**src/rtl/lph_pkg.sv**
```systemverilog
`timescale 1ns / 1ps

package lph_pkg;

  // Width of a stored key.
  localparam int unsigned KeyW = 31;
  // Width of the slot index in a result.
  localparam int unsigned SlotIdxW = 4;

  typedef enum logic [1:0] {
    OP_CLEAR  = 2'd0,
    OP_INSERT = 2'd1,
    OP_SEARCH = 2'd2,
    OP_NONE   = 2'd3
  } op_e;

  typedef enum logic [1:0] {
    ST_OK   = 2'd0,
    ST_FULL = 2'd1,
    ST_MISS = 2'd2
  } status_e;

  typedef enum logic [2:0] {
    S_CLEAR,
    S_IDLE,
    S_HASH,
    S_REDUCE,
    S_READ,
    S_CHECK,
    S_FINISH
  } state_e;

  typedef struct packed {
    logic [1:0]      op;
    logic [KeyW-1:0] key;
  } in_t;

  typedef struct packed {
    logic [SlotIdxW-1:0] slot_index;
    logic [1:0]          status;
  } out_t;

endpackage

```
**src/rtl/linear_probe_hash_table_unit.sv**
```systemverilog
`timescale 1ns / 1ps
// Insert and search hash the key to its home slot, then probe up to TABLE_SIZE slots in
// turn; clear sweeps every slot, and the unused op code goes straight to the result.
// A stalled result beat holds the block in its last step.
// Throughput: one item at a time; the home slot comes from a reciprocal multiply,
// then a multiply and subtract, and the probe walk reads one slot per cycle.
// Reset: control state clears at once, then a sweep over the slots marks every
// slot empty; no input beat is accepted during that sweep.
module linear_probe_hash_table_unit
  import lph_pkg::*;
#(
  parameter int unsigned TABLE_SIZE = 13
) (
  input  logic clk_i,
  input  logic rst_ni,
  input  logic in_valid_i,
  output logic in_ready_o,
  input  in_t  in_data_i,
  output logic out_valid_o,
  input  logic out_ready_i,
  output out_t out_data_o
);

  // Slot index width; also wide enough for the probe counter, which counts 0..TABLE_SIZE-1.
  localparam int unsigned IdxW     = $clog2(TABLE_SIZE);
  localparam logic [IdxW-1:0] LastSlot = IdxW'(TABLE_SIZE - 1);

  // The home slot is the key modulo TABLE_SIZE. The quotient comes from a multiply by
  // the rounded-up reciprocal 2^RecipS / TABLE_SIZE, which is exact for every key of
  // KeyW bits and fits in 32 bits; the remainder is the key minus quotient times size.
  localparam int unsigned RecipS    = KeyW + $clog2(TABLE_SIZE);
  localparam logic [63:0] RecipWide =
    ((64'd1 << RecipS) + 64'(TABLE_SIZE) - 64'd1) / 64'(TABLE_SIZE);
  localparam logic [31:0] RecipM    = RecipWide[31:0];
  localparam logic [KeyW:0] SizeK   = (KeyW + 1)'(TABLE_SIZE);

  // Each memory word holds an occupied flag on top of the stored key.
  localparam int unsigned WordW = KeyW + 1;

  state_e              state_q, state_d;
  logic [KeyW-1:0]     quot_q, quot_d;
  logic [KeyW-1:0]     key_q, key_d;
  logic [1:0]          op_q, op_d;
  logic [IdxW-1:0]     slot_q, slot_d;
  logic [IdxW-1:0]     probes_q, probes_d;
  logic                clr_reply_q, clr_reply_d;
  out_t                res_q, res_d;
  logic                out_valid_q, out_valid_d;
  out_t                out_q, out_d;

  // Slot memory: one write port, one read port, registered read data.
  logic [WordW-1:0]    mem [TABLE_SIZE];
  logic [WordW-1:0]    rd_q;
  logic                we;
  logic [IdxW-1:0]     wr_addr;
  logic [WordW-1:0]    wr_data;
  logic [IdxW-1:0]     rd_addr;

  logic                rd_occ;
  logic                rd_match;
  logic                last_probe;
  logic [IdxW-1:0]     next_slot;
  logic                can_out;
  logic                in_fire;
  logic [63:0]         quot_prod;
  logic [KeyW:0]       quot_mul;
  logic [KeyW:0]       key_rem;
  logic [IdxW+SlotIdxW-1:0] slot_ext;

  assign in_ready_o  = (state_q == S_IDLE);
  assign in_fire     = in_valid_i && in_ready_o;
  assign out_valid_o = out_valid_q;
  assign out_data_o  = out_q;

  // The result register can take a new beat when it is empty or is being drained.
  assign can_out    = !out_valid_q || out_ready_i;

  assign rd_occ     = rd_q[WordW-1];
  assign rd_match   = (rd_q[KeyW-1:0] == key_q);
  assign last_probe = (probes_q == LastSlot);
  assign next_slot  = (slot_q == LastSlot) ? '0 : slot_q + 1'b1;
  assign slot_ext   = {{SlotIdxW{1'b0}}, slot_q};

  // First hash cycle: the product whose upper bits are the quotient.
  assign quot_prod  = 64'(key_q) * 64'(RecipM);
  // Second hash cycle: the remainder, which is always below TABLE_SIZE.
  assign quot_mul   = {1'b0, quot_q} * SizeK;
  assign key_rem    = {1'b0, key_q} - quot_mul;

  always_ff @(posedge clk_i) begin
    if (we) begin
      mem[wr_addr] <= wr_data;
    end
    rd_q <= mem[rd_addr];
  end

  // Next state.
  always_comb begin
    state_d = state_q;
    case (state_q)
      S_CLEAR: begin
        if (slot_q == LastSlot) begin
          state_d = clr_reply_q ? S_FINISH : S_IDLE;
        end
      end
      S_IDLE: begin
        if (in_fire) begin
          case (in_data_i.op)
            OP_CLEAR:  state_d = S_CLEAR;
            OP_INSERT,
            OP_SEARCH: state_d = S_HASH;
            default:   state_d = S_FINISH;
          endcase
        end
      end
      S_HASH: state_d = S_REDUCE;
      S_REDUCE: state_d = S_READ;
      S_READ: state_d = S_CHECK;
      S_CHECK: begin
        if (!rd_occ || (op_q == OP_SEARCH && rd_match) || last_probe) begin
          state_d = S_FINISH;
        end
      end
      S_FINISH: begin
        if (can_out) begin
          state_d = S_IDLE;
        end
      end
      default: state_d = S_IDLE;
    endcase
  end

  // Datapath, memory control and result.
  always_comb begin
    quot_d      = quot_q;
    key_d       = key_q;
    op_d        = op_q;
    slot_d      = slot_q;
    probes_d    = probes_q;
    clr_reply_d = clr_reply_q;
    res_d       = res_q;
    out_valid_d = out_valid_q && !out_ready_i;
    out_d       = out_q;
    we          = 1'b0;
    wr_addr     = slot_q;
    wr_data     = '0;
    rd_addr     = slot_q;

    case (state_q)
      S_CLEAR: begin
        // Mark one slot empty per cycle; the stored key does not matter.
        we     = 1'b1;
        slot_d = next_slot;
      end
      S_IDLE: begin
        if (in_fire) begin
          op_d        = in_data_i.op;
          key_d       = in_data_i.key;
          slot_d      = '0;
          probes_d    = '0;
          clr_reply_d = 1'b1;
          res_d.slot_index = '0;
          res_d.status     = ST_OK;
        end
      end
      S_HASH: begin
        quot_d = KeyW'(quot_prod >> RecipS);
      end
      S_REDUCE: begin
        slot_d = key_rem[IdxW-1:0];
      end
      S_READ: begin
        rd_addr = slot_q;
      end
      S_CHECK: begin
        if (op_q == OP_INSERT) begin
          if (!rd_occ) begin
            we               = 1'b1;
            wr_data          = {1'b1, key_q};
            res_d.slot_index = slot_ext[SlotIdxW-1:0];
            res_d.status     = ST_OK;
          end else if (last_probe) begin
            res_d.status = ST_FULL;
          end
        end else begin
          if (!rd_occ) begin
            res_d.status = ST_MISS;
          end else if (rd_match) begin
            res_d.slot_index = slot_ext[SlotIdxW-1:0];
            res_d.status     = ST_OK;
          end else if (last_probe) begin
            res_d.status = ST_MISS;
          end
        end
        // Probe on: read the following slot so its word is ready next cycle.
        rd_addr  = next_slot;
        slot_d   = next_slot;
        probes_d = probes_q + 1'b1;
      end
      S_FINISH: begin
        if (can_out) begin
          out_valid_d = 1'b1;
          out_d       = res_q;
        end
      end
      default: ;
    endcase
  end

  // Control state.
  always_ff @(posedge clk_i or negedge rst_ni) begin
    if (!rst_ni) begin
      state_q     <= S_CLEAR;
      slot_q      <= '0;
      clr_reply_q <= 1'b0;
      out_valid_q <= 1'b0;
    end else begin
      state_q     <= state_d;
      slot_q      <= slot_d;
      clr_reply_q <= clr_reply_d;
      out_valid_q <= out_valid_d;
    end
  end

  // Payload and working registers.
  always_ff @(posedge clk_i) begin
    quot_q   <= quot_d;
    key_q    <= key_d;
    op_q     <= op_d;
    probes_q <= probes_d;
    res_q    <= res_d;
    out_q    <= out_d;
  end

endmodule
```
**config.mk**
```make
export PLATFORM = sky130hd
export DESIGN_NAME = linear_probe_hash_table_unit
export DESIGN_NICKNAME = d
export VERILOG_FILES = /design/src/rtl/lph_pkg.sv /design/src/rtl/linear_probe_hash_table_unit.sv
export SDC_FILE = /design/constraint.sdc
export NUM_CORES = 1
export LEC_CHECK = 0
export BUFFER_PORTS_ARGS = -buffer_cell sky130_fd_sc_hd__buf_2
export CAP_MARGIN = 20
export CORE_MARGIN = 2
export CORE_UTILIZATION = 65
export CTS_CLUSTER_SIZE = 25
export DETAILED_ROUTE_END_ITERATION = 8
export PLACE_DENSITY = 0.82
export SYNTH_ARGS = -nofsm -noshare
export SYNTH_HDL_FRONTEND = slang
export SYNTH_SLANG_ARGS = --single-unit
```
**constraint.sdc**
```tcl
create_clock -name clk_i -period 10.9 [get_ports clk_i]
set_input_delay 2.18 -clock clk_i [delete_from_list [all_inputs] [get_ports clk_i]]
set_output_delay 2.18 -clock clk_i [all_outputs]
set_load 0.05 [all_outputs]
```
==> results of run 1 <==
-- logic make-up after synthesis --
group / synth area share (%)
simple gates: 4.012
compound gates: 5.183
fa+ha+maj: 25.81
buf+inv: 6.660
xor+xnor: 2.027
mux: 6.883
flops: 49.42
-- cells in the final DEF, fill, tap and decap left out, types with 32 or more instances in the layout --
cell       instances
edfxtp_1         469
inv_1            409
fa_1             245
ha_1             232
nand2_1          126
o211ai_1          69
mux2i_1           64
a21oi_1           60
mux2_2            60
clkbuf_16         50
buf_2             45
xnor2_1           41
buf_4             38
a32oi_1           33
mux4_2            32
dfxtp_1           32
-- layer usage --
layer | global-route usage [%] | wire (um) | vias up
met5 | 0 | 15 | -
met4 | 13.74 | 3352 | 2
met2 | 51.47 | 35650 | 766
met1 | 40.29 | 26320 | 8873
met3 | 4.431 | 5525 | 182
li1 | - | - | 7691
-- registers in the layout (all words and copies together) (netlist names) --
register / cells
state_q: 3
res_q: 6
out_valid_o: 1
key_q: 31
out_data_o: 6
rd_q: 32
probes_q: 4
quot_q: 4
clr_reply_q: 1
op_q: 2
mem: 416
slot_q: 4
-- cell usage after synthesis, types with 5 or more instances --
master,instances
o211ai_1,69
buf_8,8
nand2b_1,5
and3_1,7
nor2b_1,8
mux2_2,60
nand4_1,8
ha_1,232
nand2_1,126
a21oi_1,60
buf_6,7
nor4_1,25
dfrtp_1,9
nor2_1,34
mux2i_1,64
clkbuf_1,16
o21ai_0,21
buf_2,19
inv_1,409
nor3_1,12
nand3_1,7
a211oi_1,7
xnor2_1,41
mux4_2,32
dfxtp_1,32
buf_4,14
a32oi_1,33
xor2_1,29
a21o_1,5
fa_1,245
edfxtp_1,469
and2_1,15
-- layout make-up --
class | count | area share [%]
tap | 607 | 2.305
clock inverter | 26 | 1.090
inverter | 409 | 4.659
clock buffer | 65 | 4.241
antenna | 1 | 0.007594
sequential | 510 | 45.36
timing repair buffer | 85 | 1.671
multi-input combinational | 1190 | 40.66
-- worst reg2reg max path, delay by kind of cell (launching register included) --
kind                     cells  cell delay [ns]
adder cells (fa/ha/maj)      8             3.95
buffers and inverters        6             0.59
flip-flops                   1             0.76
AND/OR/NAND/NOR              4             0.57
XOR/XNOR                     1             0.48
AO/OA/AOI/OAI                2             0.47
-- through the flow --
step,cell area (um^2),cells,utilization (%)
2_1_floorplan,30250,2178,-
3_3_place_gp,31180,2799,67.41
3_5_place_dp,31180,2799,67.41
4_1_cts,32940,2890,71.21
5_1_grt,32950,2892,71.23
6_report,32950,2893,71.24
-- path summary, 6_finish.rpt --
| check | cells past startpoint | to | startpoint | slack, ns |
|---|---|---|---|---|
| worst max-delay path | 21 | quot_q[2] | key_q[21] | 3.84 |
| worst min-delay path | 0 | out_data_o[3] | res_q[3] | 0.43 |
| worst max register to register | 21 | quot_q[2] | key_q[21] | 3.84 |
| worst min register to register | 0 | out_data_o[3] | res_q[3] | 0.43 |
| max in group asynchronous | 1 | state_q[0] | rst_ni | 9.28 |
| min in group asynchronous | 1 | state_q[1] | rst_ni | 1.43 |
==> summary.txt, run 1 <==
Finish
  • Layout area overhead: 8.947%
  • Ratio of cells with drive above 1 in the final layout: 12.60%
  • # fillers: 3043
  • FF+latch area: 14950 um^2
  • Final nets: 2760
  • Area occupied by multi-input gates: 13400 um^2

Detailed routing
  • Routed len/inst: 24.50 um
  • Routed vias: 17510
  • DRT Wirelength: 70870 um
  • Drt drc: 0
  • DRT Pass-1 Iters: 5
  • Post-route ant nets: 0
  • Vias per cell: 6.054
  • DRT iter0 DRCs: 1742

Global route
  • GRT Util Overall: 30.73%
  • First-pass GRT wire length: 108600 um
  • Gr ovfl total: 0
  • Initial antenna violation count: 1
  • Pin count of the biggest net entering global routing: 161
  • Vias in the first global route: 18510

Clocking
  • Cts hold-fix bufs: 0
  • CTS max path bufs: 3
  • CTS tree: yes
  • CTS Root Cell: clkbuf_16
  • Cells resized by post-CTS repair: 0
  • Clock Latency Late Sink: 0.61 ns
  • Clk slew on worst S/H paths: 0.08 ns
  • CTS sink cnt: 510
  • CTS H-Tree Depth: 2
  • CTS Buf Count: 50
  • Setup Fix Bufs, Post-CTS: 0

Die
  • Core Box Area: 46260 um^2
  • Row count: 79
  • Starting density of the core: 65.39%
  • Die X: 219.7 um
  • Die area: 48280 um^2
  • Die H: 219.7 um
  • I/O Pins: 45

Placed design
  • Post-place setup slack: 3.929 ns
  • GPL Wtd Cong: 0.9699
  • Placed wire-length estimate: 47510 um
  • Port buffer count: 44

Setup path
  • Required @ worst endpoint: 11.24 ns
  • Bufs and invs on worst path: 6
  • CP Launch Type: flip-flop
  • Crit path DAT: 7.39 ns
  • Critical-path cell list: inv_1 -> fa_1 -> inv_1 -> fa_1 -> inv_1 -> fa_1 -> inv_1 -> fa_1 -> fa_1 -> fa_1 -> inv_1 -> fa_1 -> inv_1 -> ha_1 -> and3_1 -> and3_1 -> nand2_1 -> nor2_1 -> o311ai_0 -> a21oi_1 -> xor2_1
  • Largest stage delay, worst path: 0.76 ns
  • Setup CP Type: flip-flop to flip-flop
  • Crit path max-delay family: adder cells
  • Crit path max fanout: 7
  • CP Capture Type: flip-flop
  • Slowest cell on the critical path: edfxtp_1
  • Most frequent cell on the critical path: fa_1

Yosys
  • Synth cell types: 64
  • Prevailing post-synth register cell: edfxtp_1
  • Synthesized area per cell: 13.89 um^2
  • Register area share after synthesis: 49.42%
  • Syn Std Cell Area: 30250 um^2
  • Yosys warnings: 0
  • Post-synth EDFFs: 469
  • Syn Inst Count: 2178
  • Post-synth ARST share: 1.765%
  • Yosys top cell area share: 46.56%
  • Top cells by area, synth: edfxtp_1 (47%), fa_1 (16%), ha_1 (9.6%), inv_1 (5.1%), mux4_2 (2.4%)
  • Syn nets: 2692
  • Cell taking the most area after synthesis: edfxtp_1
  • Synth Register Bits: 510

STA
  • Slew @ Worst Pin: 1.141 ns
  • Hold Slack: 0.4290 ns
  • Achievable frequency: 141.7 MHz
  • RSZ-0062 raised after global routing: no
  • Final min period: 7.057 ns
  • Setup WS post-layout: 3.843 ns
  • Hold Fails Final Rpt: 0
  • Setup violators final: 0
  • Crit share post-route: 64.74%
  • Slew headroom: 23.29%
  • Final Skew: 0.03601 ns
  • Final Max Tran Viols: 0
  • Setup TNS: 0 ns

Worst hold path
  • Hold Crit Class: flip-flop to flip-flop

Run status
  • Status: completed

Run
  • Max Cap Viol: 0
Power of run 1 is left out: the tool's default activity adds up to more than one toggle a clock period on the data nets, which glitch-free logic cannot reach.
==> inputs of run 2 (changes only) <==
--- a/config.mk
+++ b/config.mk
@@ -8,10 +8,10 @@
 export BUFFER_PORTS_ARGS = -buffer_cell sky130_fd_sc_hd__buf_2
 export CAP_MARGIN = 20
 export CORE_MARGIN = 2
-export CORE_UTILIZATION = 65
+export CORE_UTILIZATION = 64
 export CTS_CLUSTER_SIZE = 25
 export DETAILED_ROUTE_END_ITERATION = 8
-export PLACE_DENSITY = 0.82
+export PLACE_DENSITY = 0.81
 export SYNTH_ARGS = -nofsm -noshare
 export SYNTH_HDL_FRONTEND = slang
 export SYNTH_SLANG_ARGS = --single-unit
==> constraint.sdc (replaced) <==
create_clock -name clk_i -period 6.7 [get_ports clk_i]
set_input_delay 1.34 -clock clk_i [delete_from_list [all_inputs] [get_ports clk_i]]
set_output_delay 1.34 -clock clk_i [all_outputs]
set_load 0.05 [all_outputs]
==> summary.txt, run 2 (same netlist as run 1, synthesis figures left out) <==
Run status
  • Status: completed

Clocking
  • CTS tree: yes
  • CTS Root Cell: clkbuf_16
  • Clk slew on worst S/H paths: 0.06 ns
  • CTS H-Tree Depth: 2
  • CTS max path bufs: 3
  • Clock Latency Late Sink: 0.61 ns
  • CTS Buf Count: 49
  • Cts hold-fix bufs: 0
  • CTS sink cnt: 510

Setup path
  • Setup CP Type: flip-flop to flip-flop
  • CP Launch Type: flip-flop
  • Crit path DAT: 6.82 ns
  • Crit path max fanout: 7
  • CP Capture Type: flip-flop
  • Required @ worst endpoint: 7.03 ns

Die
  • Row count: 79
  • Die H: 221.4 um
  • Die X: 221.4 um
  • I/O Pins: 45
  • Die area: 49020 um^2
  • Starting density of the core: 64.97%
  • Core Box Area: 46560 um^2

Detailed routing
  • DRT Pass-1 Iters: 5
  • DRT Wirelength: 73660 um
  • Drt drc: 0
  • Routed vias: 17840
  • DRT iter0 DRCs: 1703
  • Vias per cell: 6.056
  • Routed len/inst: 25.00 um
  • Post-route ant nets: 0

Finish
  • FF+latch area: 14950 um^2
  • Commonest non-fill, non-tap cell in the layout: edfxtp_1
  • Area occupied by multi-input gates: 13430 um^2
  • Most frequent cells in the layout: edfxtp_1 (469), inv_1 (407), fa_1 (243)
  • Largest register FFs: 416
  • Top Registers: mem: 416 flops, rd_q: 32 flops, key_q: 31 flops
  • # fillers: 2967
  • Ratio of cells with drive above 1 in the final layout: 14.51%
  • Largest Register: mem
  • Layout area overhead: 9.973%
  • Final nets: 2810

STA
  • Slew @ Worst Pin: 1.056 ns
  • Final min period: 6.489 ns
  • Hold Slack: 0.4354 ns
  • Setup violators final: 0
  • Hold Fails Final Rpt: 0
  • Final Max Tran Viols: 0
  • Final Skew: 0.02377 ns
  • Slew headroom: 29.46%
  • Achievable frequency: 154.1 MHz
  • Crit share post-route: 96.85%
  • RSZ-0062 raised after global routing: yes

Global route
  • Initial antenna violation count: 3
  • Gr ovfl total: 0
  • Pin count of the biggest net entering global routing: 161
  • GRT Util Overall: 30.53%
  • Vias in the first global route: 19010
  • First-pass GRT wire length: 111600 um

Placed design
  • GPL Wtd Cong: 1.016
  • Port buffer count: 44
  • Placed wire-length estimate: 49440 um

Worst hold path
  • Hold Crit Class: flip-flop to flip-flop

Run
  • Max Cap Viol: 0
## run 2: cell types whose count changed in the layout (fill, tap and decap cells not counted), moves of 3 or more
cell	change
clkbuf_1	+8
buf_4	+50
clkinv_8	-3
clkbuf_8	-6
## run 2: timing repair
item,CTS,global route
resized for setup,0,9
setup endpoints to repair,0,3
setup buffers,0,15
## run 2: critical path, stage by stage, from the launching register on
cell and delay, ns:
edfxtp_1 0.56, buf_6 0.20, ha_1 0.29, inv_1 0.05
fa_1 0.47, inv_1 0.05, fa_1 0.55, fa_1 0.47
fa_1 0.52, fa_1 0.43, fa_1 0.49, inv_1 0.05
fa_1 0.49, inv_1 0.05, ha_1 0.33, a21o_1 0.19
a21o_1 0.17, a21oi_1 0.18, o21ai_0 0.12, a21o_1 0.20
a221oi_2 0.25, xnor2_1 0.10
## run 2: worst paths after layout
check | startpoint | endpoint | slack, ns | depth (start not counted)
max in group asynchronous | rst_ni | slot_q[3] | 5.93 | 1
worst max-delay path | key_q[9] | quot_q[3] | 0.21 | 21
worst max register to register | key_q[9] | quot_q[3] | 0.21 | 21
worst min register to register | res_q[5] | out_data_o[5] | 0.44 | 0
min in group asynchronous | rst_ni | slot_q[0] | 0.58 | 1
worst min-delay path | res_q[5] | out_data_o[5] | 0.44 | 0
## run 2: final cells by class
cell class              count  area share, %
diodes                      2        0.01505
clock inverters            25         0.9140
inverters                 409          4.615
flip-flops and latches    510          44.94
multi-input cells        1190          40.37
clock buffers              67          4.043
well taps                 607          2.283
repair buffers            136          2.817
## run 2: routing by layer
metal	GRT usage (%)	share of wire [%]	vias up
li1	-	-	7788
met1	39.23	38	9014
met2	51.11	50	832
met3	4.581	7.3	208
met4	15.37	4.9	0
met5	0	0	-
## run 2: stage by stage
step	utilization, %	instance area, um^2	std cells	setup slack, ns	setup TNS, ns
floorplan	-	30250	2178	0.3739	0
CTS	71.09	33090	2926	0.06815	0
global route	71.45	33260	2946	-0.02201	-0.02201
finish	71.45	33260	2946	0.2110	0
global placement	67.54	31450	2834	0.2204	0
detailed placement	67.54	31450	2834	0.1178	0
Power of run 2 is left out for the same reason.
